--- src/lwpw_pkg.sv ---
`default_nettype none
// ---------------------------------------------------------------------------
// lwpw_pkg
// Shared types and constants of the LCD window pixel writer.
// ---------------------------------------------------------------------------
package lwpw_pkg;

    localparam int DEF_DISPLAY_WIDTH  = 240;
    localparam int DEF_DISPLAY_HEIGHT = 320;
    localparam int DEF_MAX_REPEAT     = 32;

    localparam int COORD_W   = 16;
    localparam int COLOR_W   = 8;
    localparam int REPEAT_W  = 6;
    localparam int BYTE_W    = 8;
    localparam int COUNT_W   = 17;
    localparam int IDX_W     = 6;

    localparam int IN_TDATA_W  = 96;
    localparam int OUT_TDATA_W = 32;
    localparam int OUT_TUSER_W = 2;

    localparam int XA_LSB  = 0;
    localparam int YA_LSB  = 16;
    localparam int XB_LSB  = 32;
    localparam int YB_LSB  = 48;
    localparam int RED_LSB = 64;
    localparam int GRN_LSB = 72;
    localparam int BLU_LSB = 80;
    localparam int REP_LSB = 88;

    localparam logic [BYTE_W-1:0] CMD_COLUMN_SET   = 8'h2A;
    localparam logic [BYTE_W-1:0] CMD_PAGE_SET     = 8'h2B;
    localparam logic [BYTE_W-1:0] CMD_MEMORY_WRITE = 8'h2C;

    localparam logic [COUNT_W-1:0] COUNT_MAX = 17'h1FFFF;

    localparam logic OP_WINDOW = 1'b0;
    localparam logic OP_PIXEL  = 1'b1;

    // window byte sequence positions
    localparam logic [IDX_W-1:0] WIN_CMD_COL  = 6'd0;
    localparam logic [IDX_W-1:0] WIN_CMIN_HI  = 6'd1;
    localparam logic [IDX_W-1:0] WIN_CMIN_LO  = 6'd2;
    localparam logic [IDX_W-1:0] WIN_CMAX_HI  = 6'd3;
    localparam logic [IDX_W-1:0] WIN_CMAX_LO  = 6'd4;
    localparam logic [IDX_W-1:0] WIN_CMD_PAGE = 6'd5;
    localparam logic [IDX_W-1:0] WIN_RMIN_HI  = 6'd6;
    localparam logic [IDX_W-1:0] WIN_RMIN_LO  = 6'd7;
    localparam logic [IDX_W-1:0] WIN_RMAX_HI  = 6'd8;
    localparam logic [IDX_W-1:0] WIN_RMAX_LO  = 6'd9;
    localparam logic [IDX_W-1:0] WIN_CMD_MEM  = 6'd10;

    typedef enum logic [2:0] {
        S_IDLE,
        S_CALC,
        S_MUL,
        S_WIN,
        S_PIX
    } t_state;

    typedef struct packed {
        logic load_in;
        logic calc;
        logic mul;
        logic emit_win;
        logic emit_pix;
    } t_dp_cmd;

    typedef struct packed {
        logic in_op;
        logic in_zero;
        logic out_free;
        logic win_last;
        logic pix_last;
    } t_dp_status;

endpackage
`default_nettype wire

--- src/lwpw_ctrl.sv ---
`default_nettype none
// ---------------------------------------------------------------------------
// lwpw_ctrl
// Sequencer: input acceptance and window / pixel byte emission control.
// ---------------------------------------------------------------------------
module lwpw_ctrl
    import lwpw_pkg::*;
(
    input  wire logic       i_clk,
    input  wire logic       i_rst_n,
    input  wire logic       i_in_valid,
    output logic            o_in_ready,
    input  wire t_dp_status i_status,
    output t_dp_cmd         o_cmd
);

    t_state r_state;
    t_state n_state;

    always_ff @(posedge i_clk) begin
        if (!i_rst_n) begin
            r_state <= S_IDLE;
        end else begin
            r_state <= n_state;
        end
    end

    always_comb begin
        logic take;
        take       = 1'b0;
        n_state    = r_state;
        o_in_ready = 1'b0;
        o_cmd      = '0;
        case (r_state)
            S_IDLE: begin
                o_in_ready = 1'b1;
                take       = i_in_valid;
            end
            S_CALC: begin
                o_cmd.calc = 1'b1;
                n_state    = S_MUL;
            end
            S_MUL: begin
                o_cmd.mul = 1'b1;
                n_state   = S_WIN;
            end
            S_WIN: begin
                o_cmd.emit_win = i_status.out_free;
                if (i_status.out_free && i_status.win_last) begin
                    n_state = S_IDLE;
                end
            end
            S_PIX: begin
                o_cmd.emit_pix = i_status.out_free;
                if (i_status.out_free && i_status.pix_last) begin
                    // last byte leaves: take the next item in the same cycle
                    n_state    = S_IDLE;
                    o_in_ready = 1'b1;
                    take       = i_in_valid;
                end
            end
            default: begin
                n_state = S_IDLE;
            end
        endcase
        if (!i_rst_n) begin
            o_in_ready = 1'b0;
            take       = 1'b0;
        end
        if (take) begin
            o_cmd.load_in = 1'b1;
            if (i_status.in_op == OP_WINDOW) begin
                n_state = S_CALC;
            end else if (!i_status.in_zero) begin
                n_state = S_PIX;
            end else begin
                n_state = S_IDLE;
            end
        end
    end

endmodule
`default_nettype wire

--- src/lwpw_dp.sv ---
`default_nettype none
// ---------------------------------------------------------------------------
// lwpw_dp
// Datapath: corner ordering and clipping, pixel count, RGB565 packing,
// byte sequencing and the output register.
// ---------------------------------------------------------------------------
module lwpw_dp
    import lwpw_pkg::*;
#(
    parameter int DISPLAY_WIDTH  = DEF_DISPLAY_WIDTH,
    parameter int DISPLAY_HEIGHT = DEF_DISPLAY_HEIGHT,
    parameter int MAX_REPEAT     = DEF_MAX_REPEAT
) (
    input  wire logic                   i_clk,
    input  wire logic                   i_rst_n,
    input  wire logic [IN_TDATA_W-1:0]  i_in_data,
    input  wire logic                   i_in_op,
    input  wire t_dp_cmd                i_cmd,
    output t_dp_status                  o_status,
    input  wire logic                   i_out_ready,
    output logic                        o_out_valid,
    output logic [OUT_TDATA_W-1:0]      o_out_data,
    output logic [OUT_TUSER_W-1:0]      o_out_user,
    output logic                        o_out_last
);

    localparam int SPAN_CW = $clog2(DISPLAY_WIDTH + 1);
    localparam int SPAN_RW = $clog2(DISPLAY_HEIGHT + 1);
    localparam logic [COORD_W-1:0] WLIM = COORD_W'(DISPLAY_WIDTH - 1);
    localparam logic [COORD_W-1:0] HLIM = COORD_W'(DISPLAY_HEIGHT - 1);
    localparam logic [REPEAT_W-1:0] REP_LIM = REPEAT_W'(MAX_REPEAT);

    logic [COORD_W-1:0]  r_xa, r_ya, r_xb, r_yb;
    logic [COORD_W-1:0]  r_cmin, r_cmax, r_rmin, r_rmax;
    logic                r_empty;
    logic [COUNT_W-1:0]  r_count;
    logic [BYTE_W-1:0]   r_hi, r_lo;
    logic [REPEAT_W-1:0] r_rep;
    logic [IDX_W-1:0]    r_idx;

    logic                r_out_valid;
    logic                r_out_wv;
    logic                r_out_isd;
    logic [BYTE_W-1:0]   r_out_byte;
    logic [COUNT_W-1:0]  r_out_count;
    logic                r_out_last;

    logic [REPEAT_W-1:0] in_rep;
    logic [COLOR_W-1:0]  in_red, in_grn, in_blu;
    logic [COORD_W-1:0]  cmin, cmax, rmin, rmax;
    logic [SPAN_CW-1:0]  span_c;
    logic [SPAN_RW-1:0]  span_r;
    logic [31:0]         prod;
    logic                emit;
    logic                win_last;
    logic                pix_last;
    logic [REPEAT_W-1:0] rep_m1;
    logic [BYTE_W-1:0]   win_byte;
    logic                win_isd;

    assign in_rep = i_in_data[REP_LSB +: REPEAT_W];
    assign in_red = i_in_data[RED_LSB +: COLOR_W];
    assign in_grn = i_in_data[GRN_LSB +: COLOR_W];
    assign in_blu = i_in_data[BLU_LSB +: COLOR_W];

    // order and clip
    always_comb begin
        cmin = (r_xa < r_xb) ? r_xa : r_xb;
        cmax = (r_xa < r_xb) ? r_xb : r_xa;
        rmin = (r_ya < r_yb) ? r_ya : r_yb;
        rmax = (r_ya < r_yb) ? r_yb : r_ya;
        if (cmax > WLIM) cmax = WLIM;
        if (rmax > HLIM) rmax = HLIM;
    end

    assign span_c = SPAN_CW'(r_cmax - r_cmin + COORD_W'(1));
    assign span_r = SPAN_RW'(r_rmax - r_rmin + COORD_W'(1));
    assign prod   = 32'(span_c) * 32'(span_r);

    always_ff @(posedge i_clk) begin
        if (i_cmd.load_in) begin
            r_xa  <= i_in_data[XA_LSB +: COORD_W];
            r_ya  <= i_in_data[YA_LSB +: COORD_W];
            r_xb  <= i_in_data[XB_LSB +: COORD_W];
            r_yb  <= i_in_data[YB_LSB +: COORD_W];
            r_hi  <= {in_red[7:3], in_grn[7:5]};
            r_lo  <= {in_grn[4:2], in_blu[7:3]};
            r_rep <= (in_rep > REP_LIM) ? REP_LIM : in_rep;
        end
        if (i_cmd.calc) begin
            r_cmin  <= cmin;
            r_cmax  <= cmax;
            r_rmin  <= rmin;
            r_rmax  <= rmax;
            r_empty <= (cmin > cmax) || (rmin > rmax);
        end
        if (i_cmd.mul) begin
            r_count <= (prod > 32'(COUNT_MAX)) ? COUNT_MAX : prod[COUNT_W-1:0];
        end
    end

    assign emit = i_cmd.emit_win || i_cmd.emit_pix;

    always_ff @(posedge i_clk) begin
        if (!i_rst_n) begin
            r_idx <= '0;
        end else if (i_cmd.load_in) begin
            r_idx <= '0;
        end else if (emit) begin
            r_idx <= r_idx + IDX_W'(1);
        end
    end

    assign rep_m1   = r_rep - REPEAT_W'(1);
    assign pix_last = r_idx[0] && (r_idx[IDX_W-1:1] == rep_m1[IDX_W-2:0]);
    assign win_last = r_empty || (r_idx == WIN_CMD_MEM);

    always_comb begin
        win_isd = 1'b1;
        case (r_idx)
            WIN_CMD_COL: begin
                win_byte = CMD_COLUMN_SET;
                win_isd  = 1'b0;
            end
            WIN_CMIN_HI:  win_byte = r_cmin[15:8];
            WIN_CMIN_LO:  win_byte = r_cmin[7:0];
            WIN_CMAX_HI:  win_byte = r_cmax[15:8];
            WIN_CMAX_LO:  win_byte = r_cmax[7:0];
            WIN_CMD_PAGE: begin
                win_byte = CMD_PAGE_SET;
                win_isd  = 1'b0;
            end
            WIN_RMIN_HI:  win_byte = r_rmin[15:8];
            WIN_RMIN_LO:  win_byte = r_rmin[7:0];
            WIN_RMAX_HI:  win_byte = r_rmax[15:8];
            WIN_RMAX_LO:  win_byte = r_rmax[7:0];
            default: begin
                win_byte = CMD_MEMORY_WRITE;
                win_isd  = 1'b0;
            end
        endcase
    end

    always_ff @(posedge i_clk) begin
        if (!i_rst_n) begin
            r_out_valid <= 1'b0;
        end else if (emit) begin
            r_out_valid <= 1'b1;
        end else if (i_out_ready) begin
            r_out_valid <= 1'b0;
        end
    end

    always_ff @(posedge i_clk) begin
        if (i_cmd.emit_win) begin
            if (r_empty) begin
                r_out_wv    <= 1'b0;
                r_out_isd   <= 1'b0;
                r_out_byte  <= '0;
                r_out_count <= '0;
                r_out_last  <= 1'b1;
            end else begin
                r_out_wv    <= 1'b1;
                r_out_isd   <= win_isd;
                r_out_byte  <= win_byte;
                r_out_count <= r_count;
                r_out_last  <= win_last;
            end
        end else if (i_cmd.emit_pix) begin
            r_out_wv    <= 1'b1;
            r_out_isd   <= 1'b1;
            r_out_byte  <= r_idx[0] ? r_lo : r_hi;
            r_out_count <= '0;
            r_out_last  <= pix_last;
        end
    end

    assign o_status.in_op    = i_in_op;
    assign o_status.in_zero  = (in_rep == '0);
    assign o_status.out_free = !r_out_valid || i_out_ready;
    assign o_status.win_last = win_last;
    assign o_status.pix_last = pix_last;

    assign o_out_valid = r_out_valid;
    assign o_out_data  = {{(OUT_TDATA_W - BYTE_W - COUNT_W){1'b0}}, r_out_count, r_out_byte};
    assign o_out_user  = {r_out_isd, r_out_wv};
    assign o_out_last  = r_out_last;

endmodule
`default_nettype wire

--- src/lcd_window_pixel_writer.sv ---
`default_nettype none
// ---------------------------------------------------------------------------
// lcd_window_pixel_writer
// Byte-write generator for an 8-bit parallel display controller bus.
// ---------------------------------------------------------------------------
// A window item (tuser 0) sets the column and page address window from two
// corners, clipped to the display, and ends with the memory-write command:
// eleven bus bytes, or one empty report (write_valid 0, count 0) when the
// window misses the display. Its first byte reaches the output after the
// registered steps order and clip, count, then emit, and the next item is
// taken the cycle after its last byte. A pixel item (tuser 1) gives two
// RGB565 bytes per repeat, one byte per cycle while the output is free, the
// first once the item is registered; the next item is taken on the cycle of
// the last byte, and a zero-repeat pixel gives no bytes. Output tready low
// while a byte waits holds the sequence. A registered output stage lets a
// finished byte wait for tready.
// ---------------------------------------------------------------------------
module lcd_window_pixel_writer
    import lwpw_pkg::*;
#(
    parameter int DISPLAY_WIDTH  = DEF_DISPLAY_WIDTH,
    parameter int DISPLAY_HEIGHT = DEF_DISPLAY_HEIGHT,
    parameter int MAX_REPEAT     = DEF_MAX_REPEAT
) (
    input  wire logic                   i_clk,
    input  wire logic                   i_rst_n,
    input  wire logic                   i_s_axis_tvalid,
    output logic                        o_s_axis_tready,
    // x_a, y_a, x_b, y_b, red, green, blue, repeat_count, zero pad
    input  wire logic [IN_TDATA_W-1:0]  i_s_axis_tdata,
    // op
    input  wire logic                   i_s_axis_tuser,
    output logic                        o_m_axis_tvalid,
    input  wire logic                   i_m_axis_tready,
    // bus_byte, pixel_count, zero pad
    output logic [OUT_TDATA_W-1:0]      o_m_axis_tdata,
    // write_valid, is_data
    output logic [OUT_TUSER_W-1:0]      o_m_axis_tuser,
    // last_of_run
    output logic                        o_m_axis_tlast
);

    t_dp_cmd    cmd;
    t_dp_status status;

    lwpw_ctrl u_ctrl (
        .i_clk      (i_clk),
        .i_rst_n    (i_rst_n),
        .i_in_valid (i_s_axis_tvalid),
        .o_in_ready (o_s_axis_tready),
        .i_status   (status),
        .o_cmd      (cmd)
    );

    lwpw_dp #(
        .DISPLAY_WIDTH  (DISPLAY_WIDTH),
        .DISPLAY_HEIGHT (DISPLAY_HEIGHT),
        .MAX_REPEAT     (MAX_REPEAT)
    ) u_dp (
        .i_clk       (i_clk),
        .i_rst_n     (i_rst_n),
        .i_in_data   (i_s_axis_tdata),
        .i_in_op     (i_s_axis_tuser),
        .i_cmd       (cmd),
        .o_status    (status),
        .i_out_ready (i_m_axis_tready),
        .o_out_valid (o_m_axis_tvalid),
        .o_out_data  (o_m_axis_tdata),
        .o_out_user  (o_m_axis_tuser),
        .o_out_last  (o_m_axis_tlast)
    );

endmodule
`default_nettype wire
--- config.mk ---
export PLATFORM = sky130hd
export DESIGN_NAME = lcd_window_pixel_writer
export DESIGN_NICKNAME = d
export VERILOG_FILES = /design/src/lwpw_pkg.sv /design/src/lwpw_ctrl.sv /design/src/lwpw_dp.sv /design/src/lcd_window_pixel_writer.sv
export SDC_FILE = /design/constraint.sdc
export NUM_CORES = 1
export LEC_CHECK = 0
export BUFFER_PORTS_ARGS = -buffer_cell sky130_fd_sc_hd__buf_2
export CORE_AREA = 2 2 188 172
export DETAILED_ROUTE_END_ITERATION = 6
export DIE_AREA = 0 0 190 174
export GPL_TIMING_DRIVEN = 1
export PLACE_DENSITY = 0.57
export SYNTH_ARGS = -nofsm -noshare
export SYNTH_HDL_FRONTEND = slang
export SYNTH_HIERARCHICAL = 1
export SYNTH_SLANG_ARGS = --single-unit
--- constraint.sdc ---
create_clock -name i_clk -period 14.91 [get_ports i_clk]
set_input_delay 1.491 -clock i_clk [delete_from_list [all_inputs] [get_ports i_clk]]
set_output_delay 1.491 -clock i_clk [all_outputs]
set_load 0.02 [all_outputs]
# [Word-level counts from Yosys, hierarchy flattened]
# Cells that the tools add are included.
# Widths: inputs -> output; s select.
[word_totals] ff_bits=205 inputBits=101 output_inout_bits=37 elab_cells=113
[op_classes] add_sub_neg=6 mul=1 n_lt_le_gt_ge=8 eq_ne=18 mux=42 bitwise=1 n_reduce_logical=16
[op_table] op="$mux 16" n=6
[op_table] op="$pmux 8 s10" n=1
[op_table] op="$mux 17" n=3
[op_table] op="$gt 16x16->1" n=2
[op_table] op="$lt 16x16->1" n=2
[op_table] op="$mux 8" n=4
[op_table] op="$eq 6x3->1 const B" n=4
[op_table] op="$mux 1" n=20
[op_table] op="$eq 6x4->1 const B" n=3
[op_table] op="$gt 17x17->1 const B" n=1
[op_table] op="$mul 8x9->17" n=1
[op_table] op="$gt 16x8->1 const B" n=1
[op_table] op="$gt 16x9->1 const B" n=1
[op_table] op="$mux 3" n=5
[op_table] op="$pmux 3 s5" n=1
[op_table] op="$eq 6x2->1 const B" n=2
[op_table] op="$logic_not 6->1" n=2
[op_table] op="$add 9x1->9 const B" n=1
[op_table] op="$sub 9x9->9" n=1
[op_table] op="$add 8x1->8 const B" n=1
[op_table] op="$reduce_or 8->1" n=1
[op_table] op="$sub 8x8->8" n=1
[op_table] op="$add 6x1->6 const B" n=1
[op_table] op="$eq 3x2->1 const B" n=2
[op_table] op="17 further kinds" n=25

# [Longest topological paths before layout]
# Gate-level depths: netlist of run 1.
[depth] word_depth=9 ltp_mapped=26 mapped_depth_nobuf=26

# [Modules after synthesis]
# Netlist of run 1, hierarchy kept.
[modules_own_cells] module="lwpw_dp" instances=1 cells_each=1059 area_each_um2=12682.2 seq_area_each_um2=5995.8
[modules_own_cells] module="lwpw_ctrl" instances=1 cells_each=22 area_each_um2=210.2 seq_area_each_um2=60.1

# [Worst setup path before layout of run 1]
# No wires, ideal clock.
[synth_path] path_kind="reg2reg" from="register u_dp.r_cmin[1]" to="register u_dp.r_count[16] (data pin)" setup_ns=0.262 arrival_ns=5.627 t_required_ns=14.648 path_slack_ns=9.021 stages_incl_launch_ff=25 path_buffers=0 synth_period_minus_slack_ns=5.889 path_cell_list="edfxtp_1 > ha_1 > inv_1 > ha_1 > inv_1 > fa_1 > inv_1 > a21oi_1 > o21bai_1 > a31oi_1 > xnor2_1 > nand2b_1 > fa_1 > fa_1 > inv_1 > fa_1 > inv_1 > fa_1 > inv_1 > ha_1 > nand2_1 > o21ai_0 > o21ai_0 > o31ai_1 > xnor2_1"
[synth_between] elab_chain_cells=4
[synth_rtl] item="start, declared" line_no="lwpw_dp.sv:34" rtl="logic [COORD_W-1:0] r_cmin, r_cmax, r_rmin, r_rmax;"
[synth_rtl] item="start signal, assigned" line_no="lwpw_dp.sv:91" rtl="r_cmin <= cmin;"
[synth_rtl] item="$sub 8x8->8 (*)" line_no="lwpw_dp.sv:76" rtl="assign span_c = SPAN_CW'(r_cmax - r_cmin + COORD_W'(1));"
[synth_rtl] item="$add 8x1->8 (*)" line_no="lwpw_dp.sv:76"
[synth_rtl] item="$mul 8x9->17 (*)" line_no="lwpw_dp.sv:78" rtl="assign prod = 32'(span_c) * 32'(span_r);"
[synth_rtl] item="$gt 17x17->1" line_no="lwpw_dp.sv:98" rtl="r_count <= (prod > 32'(COUNT_MAX)) ? COUNT_MAX : prod[COUNT_W-1:0];"
[synth_rtl] item="end signal, assigned" line_no="lwpw_dp.sv:98"
[synth_rtl] item="end, declared" line_no="lwpw_dp.sv:36" rtl="logic [COUNT_W-1:0] r_count;"
# Mark *: on every way between the ends. The rest lies on a longest branch, timed or not.
# A chain may end at the register's enable or synchronous reset.

# [Worst setup path after layout of run 1]
[layout_path] from="register u_dp.r_cmax[1]" to="register u_dp.r_count[16] (data pin)"
[layout_between] elab_chain_cells=4
[layout_rtl] item="start, declared" line_no="lwpw_dp.sv:34"
[layout_rtl] item="start signal, assigned" line_no="lwpw_dp.sv:92" rtl="r_cmax <= cmax;"
[layout_rtl] item="$sub 8x8->8 (*)" line_no="lwpw_dp.sv:76"
[layout_rtl] item="$add 8x1->8 (*)" line_no="lwpw_dp.sv:76"
[layout_rtl] item="$mul 8x9->17 (*)" line_no="lwpw_dp.sv:78"
[layout_rtl] item="$gt 17x17->1" line_no="lwpw_dp.sv:98"
# Marks and branches as above.

==> results of run 1 <==
-- stage by stage --
| stage | utilization | area [um2] |
|---|---|---|
| 2_1_floorplan | - | 13020 |
| 3_3_place_gp | 0.4465 | 13960 |
| 3_5_place_dp | 0.4465 | 13960 |
| 4_1_cts | 0.4721 | 14760 |
| 5_1_grt | 0.4721 | 14760 |
| 6_report | 0.4721 | 14760 |
-- state kept, by name, indices dropped and copies added, names as in the netlist, 5 cells and up --
signal,flops
u_dp/r_cmax,16
u_dp/r_cmin,16
u_dp/r_count,17
u_dp/r_hi,8
u_dp/r_idx,6
u_dp/r_lo,8
u_dp/r_out_byte,8
u_dp/r_out_count,17
u_dp/r_rep,5
u_dp/r_rmax,16
u_dp/r_rmin,16
u_dp/r_xa,16
u_dp/r_xb,16
u_dp/r_ya,16
u_dp/r_yb,16
-- layout make-up --
| type | count | area share |
|---|---|---|
| tap | 416 | 0.03527 |
| multi-input combinational | 738 | 0.4231 |
| inverter | 129 | 0.03281 |
| timing repair buffer | 127 | 0.04426 |
| sequential | 205 | 0.4103 |
| clock buffer | 28 | 0.04315 |
| clock inverter | 18 | 0.01111 |
-- report_power, final --
part	leakage [nW]	internal (W)	total (W)	switching (W)
combinational	3.90	0.000420	0.000944	0.000524
sequential	1.86	0.000723	0.000742	0.0000193
clock	0.384	0.000344	0.000582	0.000238
-- cells by family (layout without fill, tap and decap cells) --
logic type | after synthesis | after routing | share of synthesized area
xor+xnor | 43 | 43 | 0.02921
buf+inv | 173 | 302 | 0.05697
simple gates | 247 | 247 | 0.09860
flops | 205 | 205 | 0.4697
compound gates | 189 | 189 | 0.1070
other cells | 2 | 37 | 0.0005825
mux | 46 | 46 | 0.04154
fa+ha+maj | 176 | 176 | 0.1964
-- cells in the final DEF (no fill, tap or decap), types with 7 or more instances in the layout --
master     count
edfxtp_1     195
ha_1         132
inv_1        129
buf_2        120
nor2_1        78
nand2_1       45
fa_1          44
conb_1        37
a21oi_1       34
xnor2_1       30
and2_1        28
clkbuf_16     25
o21ai_0       24
mux2i_1       16
o22ai_1       16
a21o_1        15
xor2_1        13
nor2b_1       13
nand4_1       12
nor3_1        11
mux2_2        11
dfxtp_1       10
nand2b_1      10
mux2_4        10
nand3_1        9
mux2_1         9
nor4_1         9
o22a_1         9
o32a_1         9
and3_1         8
a221oi_1       8
o21a_1         7
o32ai_1        7
buf_4          7
-- routing by layer --
metal,up-vias,track usage,wire length (um)
met5,-,0,0
li1,4169,-,-
met2,186,0.2498,11540
met4,0,0.05394,811
met3,50,0.02120,963
met1,3868,0.2278,12580
-- worst paths after layout --
kind | to | slack, ns | depth (start not counted) | from
setup / recovery | u_dp/r_count[16] | 8.27 | 25 | u_dp/r_cmax[1]
hold / removal | u_dp/r_out_count[14] | 0.51 | 1 | u_dp/r_count[14]
setup reg to reg | u_dp/r_count[16] | 8.27 | 25 | u_dp/r_cmax[1]
hold reg to reg | u_dp/r_out_count[14] | 0.51 | 1 | u_dp/r_count[14]
==> results.py, run 1 <==
metrics = {
    "logic_synthesis": {
        "post-synth-top-count-cell": "edfxtp_1",
        "ys_warn_count": 6,
        "netlist.area_leader.share": 0.4542,
        "syn_inst": 1081,
        "synth_seq_area_share": 0.4697,
        "yosys_most_used_dff": "edfxtp_1",
        "synth_edf_count": 195,
        "synth-seq-cells": 205,
        "async_flop_share": 0,
        "synth_cell_types": 78,
        "synth_top_cell_by_area": "edfxtp_1",
        "syn_area_per_cell_um2": 11.93,
        "syn_area_um2": 12890,
        "synth_common_cells": "edfxtp_1 (195), ha_1 (132), inv_1 (129)",
        "netlist_top_cells_area": "edfxtp_1 (45%), ha_1 (13%), fa_1 (6.8%), inv_1 (3.8%), nor2_1 (2.3%)",
    },
    "drt": {
        "drtIter0Drc": 372,
        "firstDrtPassIters": 6,
        "via_count": 8273,
        "drt_wl_total_um": 25900,
        "viasPerCell": 4.981,
        "wl_per_cell_um": 15.59,
        "ant_nets": 0,
        "drcViolationCount": 0,
    },
    "floorplanning": {
        "die_x_um": 190,
        "die_y_um": 174,
        "core_area_um2": 31260,
        "floorplan.initialDensity": 0.4124,
        "io_pins": 138,
        "placementRows": 62,
        "dieArea_um2": 33060,
    },
    "cts": {
        "clk_pin_slew_ns": 0.06,
        "postCtsSetupBuffers": 0,
        "cts_buffer_depth": 3,
        "htreeDepth": 1,
        "ctsResizeCount": 0,
        "cts_hold_buf": 0,
        "clkSinkCount": 205,
        "cts_inserted_buffers": 25,
        "cts_root_buf": "clkbuf_16",
        "clock_latency_ns": 0.53,
        "cts_tree": "yes",
    },
    "layout": {
        "n_antenna_cell": 0,
        "regArea_um2": 6056,
        "multi_input_area_um2": 6243,
        "drive_above_1_share": 0.1631,
        "nFillCells": 2868,
        "nNetsFinal": 1503,
        "fin_cells": 1661,
        "area_growth_pct": 14.47,
    },
    "hold_path": {
        "hold_path.class": "register to register",
    },
    "sta": {
        "relSlewSlack": 0.3349,
        "tns_ns": 0,
        "whs_ns": 0.5135,
        "setup_viol": 0,
        "fin_skew_ns": 0.01325,
        "finalCritPeriodShare": 0.4454,
        "worst_pin_slew_ns": 0.9977,
        "rsz0062_at_grt": "no",
        "hold_violations": 0,
        "maxSlewViolCount": 0,
        "period_minus_slack_ns": 6.641,
        "fmax_mhz": 150.6,
        "timing.final.ws_setup_ns": 8.269,
    },
    "outcome": {
        "status": "complete, no violations",
    },
    "critical_path": {
        "cp.arrival_ns": 6.92,
        "crit_type": "register to register",
        "cpMostUsedCell": "inv_1",
        "cp_max_fo": 9,
        "cp-start-kind": "register",
        "critPathBufInv": 7,
        "end_kind": "register",
        "slowest_delay_ns": 0.65,
        "cpMaxStageDelayCell": "xnor2_1",
        "path_delay_family": "adder cells",
        "crit_required_ns": 15.19,
    },
    "place": {
        "place_ws_ns": 8.210,
        "portBuffers": 120,
        "dp_hpwl_um": 20030,
        "placed_cells": 1615,
        "place.gp.congestion": 0.8911,
    },
    "grt": {
        "grt_pass1_wl_um": 42060,
        "grt_overflow_total": 0,
        "grt_util_all_layers": 0.1593,
        "grt_max_degree": 83,
        "grt_pass1_vias": 8195,
        "antenna_found_initial": 0,
    },
    "run": {
        "maxCapViolations": 0,
    },
    "power": {
        "vdd_ir_drop_max_v": 0.0001083,
        "p_leak_nw": 6.148,
        "p_per_area_nw_per_um2": 153.7,
        "fin_total_pwr_w": 0.002268,
    },
}
Power figures use the tool's default switching activity.
==> inputs of run 2 (changes only) <==
- ABC_AREA: unset -> 1
- PLACE_DENSITY: 0.57 -> 0.59
- clock period: 14.91 -> 5.7 ns (I/O delays scaled with it)
==> run 2 against run 1 <==
  * Global-route usage fell by 0.083 points
  * Flip-flop and latch count did not move
  * Critical endpoint unchanged
  * Via count rose by 10%
  * Fmax rose by 20%
  * Combinational power rose to 5.4 times the previous value
  * Synthesized cell count rose by 21%
  * Clock skew fell by 0.0022 ns
  * Utilization rose by 2.5 points
  * Critical path depth fell by 2
  * Worst setup slack got worse by 8.1 ns
  * Design area rose by 5.3%
==> results.py, run 2 <==
metrics = {
    "sta": {
        "rsz0062_at_grt": "yes",
        "setup_viol": 0,
        "hold_violations": 0,
        "worst_pin_slew_ns": 1.071,
        "fin_skew_ns": 0.01102,
        "period_minus_slack_ns": 5.533,
        "whs_ns": 0.2029,
        "finalCritPeriodShare": 0.9707,
        "fmax_mhz": 180.7,
        "timing.final.ws_setup_ns": 0.1671,
        "relSlewSlack": 0.2846,
        "maxSlewViolCount": 0,
        "tns_ns": 0,
    },
    "logic_synthesis": {
        "synth_common_cells": "inv_1 (242), edfxtp_1 (195), nand2_1 (182)",
        "syn_area_um2": 12920,
        "ys_warn_count": 6,
        "post-synth-top-count-cell": "inv_1",
        "synth-seq-cells": 205,
        "syn_inst": 1308,
        "netlist_top_cells_area": "edfxtp_1 (45%), ha_1 (13%), inv_1 (7.0%), fa_1 (6.8%), nand2_1 (5.3%)",
        "synth_top_cell_by_area": "edfxtp_1",
        "synth_cell_types": 49,
        "synth_edf_count": 195,
        "netlist.area_leader.share": 0.4530,
        "synth_seq_area_share": 0.4685,
        "syn_area_per_cell_um2": 9.881,
        "async_flop_share": 0,
        "yosys_most_used_dff": "edfxtp_1",
    },
    "critical_path": {
        "reg2reg_from": "u_dp/r_rmin[1]",
        "cp_max_fo": 4,
        "cp-start-kind": "register",
        "startpoint": "u_dp/r_rmin[1]",
        "end_kind": "register",
        "crit_required_ns": 5.98,
        "crit_type": "register to register",
        "cp.arrival_ns": 5.82,
    },
    "place": {
        "portBuffers": 120,
        "place_area_um2": 14380,
        "placed_cells": 1894,
        "place_ws_ns": -0.1283,
        "place.gp.congestion": 0.8772,
        "dp_hpwl_um": 20420,
    },
    "power": {
        "p_per_area_nw_per_um2": 559.2,
        "p_leak_nw": 7.187,
        "vdd_ir_drop_max_v": 0.0006546,
    },
    "grt": {
        "antenna_found_initial": 0,
        "grt_pass1_vias": 9135,
        "grt_overflow_total": 0,
        "grt_max_degree": 87,
        "grt_util_all_layers": 0.1584,
        "grt_pass1_wl_um": 42930,
    },
    "floorplanning": {
        "die_x_um": 190,
        "floorplan.initialDensity": 0.4134,
        "dieArea_um2": 33060,
        "placementRows": 62,
        "die_y_um": 174,
        "core_area_um2": 31260,
        "io_pins": 138,
    },
    "layout": {
        "reg.largest.list": "u_dp/r_count: 17 flops, u_dp/r_out_count: 17 flops",
        "fin_cells": 1947,
        "fin_area_um2": 15530,
        "mostFrequentLayoutCell": "inv_1",
        "nFillCells": 2902,
        "nNetsFinal": 1790,
        "layout_common_cells": "inv_1 (237), edfxtp_1 (195), nand2_1 (180)",
        "n_antenna_cell": 0,
        "drive_above_1_share": 0.1881,
        "area_growth_pct": 20.19,
    },
    "drt": {
        "drtIter0Drc": 484,
        "via_count": 9140,
        "drcViolationCount": 0,
        "viasPerCell": 4.694,
        "ant_nets": 0,
        "firstDrtPassIters": 6,
        "drt_wl_total_um": 26170,
        "wl_per_cell_um": 13.44,
    },
    "cts": {
        "cts_tree": "yes",
        "cts_buffer_depth": 3,
        "cts_inserted_buffers": 24,
        "clock_latency_ns": 0.54,
        "cts_root_buf": "clkbuf_16",
        "clk_pin_slew_ns": 0.06,
        "clkSinkCount": 205,
        "htreeDepth": 1,
    },
    "outcome": {
        "status": "complete, no violations",
    },
    "hold_path": {
        "min_from": "i_s_axis_tdata[34]",
        "hold_path.class": "primary input to register",
    },
    "run": {
        "maxCapViolations": 0,
    },
}
-- run 2: power breakdown --
| group | total (W) | internal [W] | leakage, nW | switching (W) |
|---|---|---|---|---|
| Sequential | 0.00204 | 0.00199 | 1.88 | 0.0000452 |
| Clock | 0.00157 | 0.000962 | 0.395 | 0.000606 |
| Combinational | 0.00508 | 0.00250 | 4.91 | 0.00259 |
| Total | 0.00869 | 0.00545 | 7.19 | 0.00324 |
-- run 2: worst max-delay path, cell delays in order, from the launching register on --
cell and delay [ns]:
edfxtp_1 0.38, ha_1 0.30, inv_1 0.05, ha_2 0.19, fa_2 0.37, a21oi_2 0.16
nor2_2 0.06, o21ai_2 0.14, nand2_1 0.08, a21oi_2 0.16, xor2_2 0.25, nor2_2 0.08
fa_1 0.48, fa_1 0.52, fa_1 0.49, inv_1 0.05, fa_1 0.51, inv_2 0.05
ha_4 0.23, a21oi_4 0.17, o21ai_2 0.08, a211oi_2 0.23, nand2_1 0.09, xor2_1 0.14
-- run 2: timing repair --
action,4_1_cts,5_1_grt
pin swaps,3,32
endpoints found under the hold margin,0,0
hold buffers,0,0
resized for setup,8,42
setup buffers,1,8
setup endpoints to repair,7,8
-- run 2: final timing paths --
| path | end | slack, ns | depth (start not counted) |
|---|---|---|---|
| min reg2reg | u_ctrl/r_state[2] | 0.50 | 2 |
| min | u_dp/r_xb[2] | 0.20 | 1 |
| max reg2reg | u_dp/r_count[16] | 0.17 | 23 |
| max | u_dp/r_count[16] | 0.17 | 23 |
-- run 2: final cells by class --
class / instances / area [um2] / share of cell area
sequential: 205 / 6056 / 0.3898
timing repair buffer: 177 / 1041 / 0.06701
clock buffer: 28 / 615.6 / 0.03963
multi-input combinational: 857 / 6158 / 0.3964
clock inverter: 16 / 211.5 / 0.01361
inverter: 248 / 932.1 / 0.06000
tap: 416 / 520.5 / 0.03351
-- run 2: logic make-up (layout without fill, tap and decap cells) --
| logic type | after synthesis | count (layout) | synth area share |
|---|---|---|---|
| AO/OA/AOI/OAI | 181 | 181 | 0.08209 |
| XOR/XNOR | 30 | 30 | 0.02091 |
| adder cells (fa/ha/maj) | 176 | 176 | 0.1959 |
| buffers and inverters | 281 | 469 | 0.08616 |
| flip-flops | 205 | 205 | 0.4685 |
| other | 2 | 37 | 0.0005810 |
| AND/OR/NAND/NOR | 433 | 433 | 0.1458 |
-- run 2: metal layers --
layer / track usage / vias up / wire length [um] / part of all wire
met5: 0 / - / 0 / 0
met4: 0.05200 / 0 / 923 / 0.035
met3: 0.02342 / 48 / 745 / 0.028
met2: 0.2783 / 140 / 12780 / 0.49
met1: 0.2000 / 4221 / 11720 / 0.45
li1: - / 4731 / - / -
-- run 2: through the flow --
stage,total power (W),utilization
finish,0.008687,0.4969
global route,0.009408,0.4969
CTS,0.008008,0.4879
detailed placement,0.006255,0.4599
global placement,0.006177,0.4599
floorplan,0.004818,-
==> inputs of run 3 (changes only) <==
- CORE_AREA: 2 2 188 172 -> 2 2 190 173
- DIE_AREA: 0 0 190 174 -> 0 0 192 175
- PLACE_DENSITY: 0.59 -> 0.57
- SYNTH_HIERARCHICAL: 1 -> unset
- clock period: 5.7 -> 6.6 ns (I/O delays scaled with it)
==> run 3 against run 2 <==
  * The run now ends with DRC left
  * Utilization shrank 2.1 points
  * Design area is 3.0% lower
  * Hold slack better by 0.081 ns
  * Final cell count down 0.46%
  * Routed wire length is 1.8% lower
  * Clock skew is 0.0025 ns higher
  * Via count shrank 1.1%
==> results.py, run 3 <==
metrics = {
    "grt": {
        "use_met2": 0.2611,
        "grt_util_all_layers": 0.1568,
        "busiest_layer": "met2",
        "met3_usage": 0.02551,
        "grt_max_degree": 67,
        "antenna_found_initial": 0,
        "grt_pass1_vias": 8982,
        "grt_pass1_wl_um": 42520,
        "grt_overflow_total": 0,
        "met1_usage": 0.2068,
    },
    "floorplanning": {
        "dieArea_um2": 33600,
        "core_area_um2": 31650,
        "die_x_um": 192,
        "die_y_um": 175,
        "floorplan.initialDensity": 0.4137,
        "io_pins": 138,
        "placementRows": 62,
    },
    "logic_synthesis": {
        "synth_edf_count": 195,
        "synth_top_cell_by_area": "edfxtp_1",
        "post-synth-top-count-cell": "inv_1",
        "synth_common_cells": "inv_1 (246), nand2_1 (237), edfxtp_1 (195)",
        "syn_area_um2": 13090,
        "netlist_top_cells_area": "edfxtp_1 (45%), ha_1 (13%), inv_1 (7.1%), nand2_1 (6.8%), fa_1 (6.7%)",
        "synth-seq-cells": 205,
        "netlist.area_leader.share": 0.4472,
        "async_flop_share": 0,
        "synth_seq_area_share": 0.4625,
        "syn_area_per_cell_um2": 9.741,
        "ys_warn_count": 0,
        "yosys_most_used_dff": "edfxtp_1",
        "synth_cell_types": 51,
        "syn_inst": 1344,
    },
    "hold_path": {
        "min_from": "i_s_axis_tdata[77]",
        "hold_depth": 1,
        "hold_path.class": "primary input to register",
        "hold_end": "u_dp.r_hi[0]",
    },
    "drt": {
        "via_count": 9042,
        "drcViolationCount": 1,
        "drtIter0Drc": 410,
        "viasPerCell": 4.666,
        "wl_per_cell_um": 13.25,
        "ant_nets": 0,
        "drt_wl_total_um": 25690,
        "firstDrtPassIters": 7,
    },
    "layout": {
        "nFillCells": 3032,
        "area_growth_pct": 15.08,
        "mostFrequentLayoutCell": "inv_1",
        "nNetsFinal": 1782,
        "post-route-util": 0.4760,
        "layout_common_cells": "inv_1 (246), nand2_1 (237), edfxtp_1 (195)",
        "reg.largest.list": "u_dp.r_count: 17 flops, u_dp.r_out_count: 17 flops",
        "drive_above_1_share": 0.1478,
        "n_antenna_cell": 0,
    },
    "place": {
        "place_ws_ns": 0.4211,
        "place.gp.congestion": 0.8696,
        "dp_hpwl_um": 20280,
        "portBuffers": 120,
    },
    "critical_path": {
        "r2r_end": "u_dp.r_count[14]",
        "reg2reg_from": "u_dp.r_cmin[1]",
        "cpMostUsedCell": "inv_1",
        "reg2reg_depth": 28,
        "reg2reg_slack_ns": 0.42,
        "cpMaxStageDelayCell": "fa_1",
        "cp-start-kind": "register",
        "cp.arrival_ns": 6.47,
        "crit_required_ns": 6.89,
        "cp_max_fo": 5,
        "crit_type": "register to register",
        "end_kind": "register",
        "slowest_delay_ns": 0.55,
    },
    "sta": {
        "fmax_mhz": 161.8,
        "maxSlewViolCount": 0,
        "finalCritPeriodShare": 0.9364,
        "tns_ns": 0,
        "timing.final.ws_setup_ns": 0.4198,
        "rsz0062_at_grt": "no",
        "setup_viol": 0,
        "period_minus_slack_ns": 6.180,
        "worst_pin_slew_ns": 0.8320,
        "fin_skew_ns": 0.01348,
        "relSlewSlack": 0.4453,
        "hold_violations": 0,
    },
    "outcome": {
        "status": "complete, but fails checks",
        "violations": "DRC",
    },
    "cts": {
        "ctsResizeCount": 0,
        "htreeDepth": 1,
        "cts_buffer_depth": 3,
        "clock_latency_ns": 0.55,
        "clkSinkCount": 205,
        "postCtsSetupBuffers": 0,
        "cts_tree": "yes",
        "cts_inserted_buffers": 23,
        "cts_root_buf": "clkbuf_16",
        "clk_pin_slew_ns": 0.06,
        "cts_hold_buf": 0,
    },
    "run": {
        "maxCapViolations": 0,
    },
}
==> run 3: final cells by class <==
cell class / count / area [um2] / share of cell area
Timing Repair Buffer: 129 / 668.1 / 0.04434
Tap cell: 416 / 520.5 / 0.03455
Multi-Input combinational cell: 881 / 6012 / 0.3990
Inverter: 265 / 997.2 / 0.06618
Clock inverter: 17 / 230.2 / 0.01528
Sequential cell: 205 / 6056 / 0.4019
Clock buffer: 25 / 583.1 / 0.03870
==> run 3: worst max-delay path by stage <==
stage,from,slack [ns],to,cells after the start
3_5_place_dp,u_dp.r_cmin[1],0.42,u_dp.r_count[14],28
5_1_grt,u_dp.r_cmin[1],0.02,u_dp.r_count[14],28
2_1_floorplan,u_dp.r_cmin[1],0.87,u_dp.r_count[14],28
4_1_cts,u_dp.r_cmin[1],0.39,u_dp.r_count[14],28
3_3_place_gp,u_dp.r_cmin[1],0.51,u_dp.r_count[14],28
6_report,u_dp.r_cmin[1],0.42,u_dp.r_count[14],28
==> run 3: critical path: cells and delay by family, from the launching register on <==
kind | cells | cell delay [ns]
buffers and inverters | 8 | 0.48
XOR/XNOR | 2 | 0.33
AO/OA/AOI/OAI | 7 | 1.13
adder cells (fa/ha/maj) | 8 | 3.34
flip-flops | 1 | 0.40
AND/OR/NAND/NOR | 3 | 0.24
==> run 3: kinds of logic after synthesis <==
family          count (synthesis)  synth area share
buf+inv                       293           0.08868
compound gates                171           0.07531
other cells                     2         0.0005736
flops                         205            0.4625
xor+xnor                       32           0.02255
simple gates                  465            0.1569
fa+ha+maj                     176            0.1934
==> run 3: layer usage <==
layer  vias to the layer above  share of wire
met1                      4125           0.46
met2                       163           0.47
met4                         0          0.034
li1                       4704              -
met3                        50          0.042
met5                         -              0
==> run 3: through the flow <==
| step | hold slack, ns | cells | instance area, um2 |
|---|---|---|---|
| 2_1_floorplan | 0.4792 | 1379 | 13220 |
| 3_3_place_gp | 0.5070 | 1896 | 14250 |
| 3_5_place_dp | 0.5169 | 1896 | 14250 |
| 4_1_cts | 0.2513 | 1938 | 15070 |
| 5_1_grt | 0.2588 | 1938 | 15070 |
| 6_report | 0.2836 | 1938 | 15070 |
Power of run 3 is not shown: default switching activity piles up to over one toggle a cycle in this logic, so the estimate is an artifact.
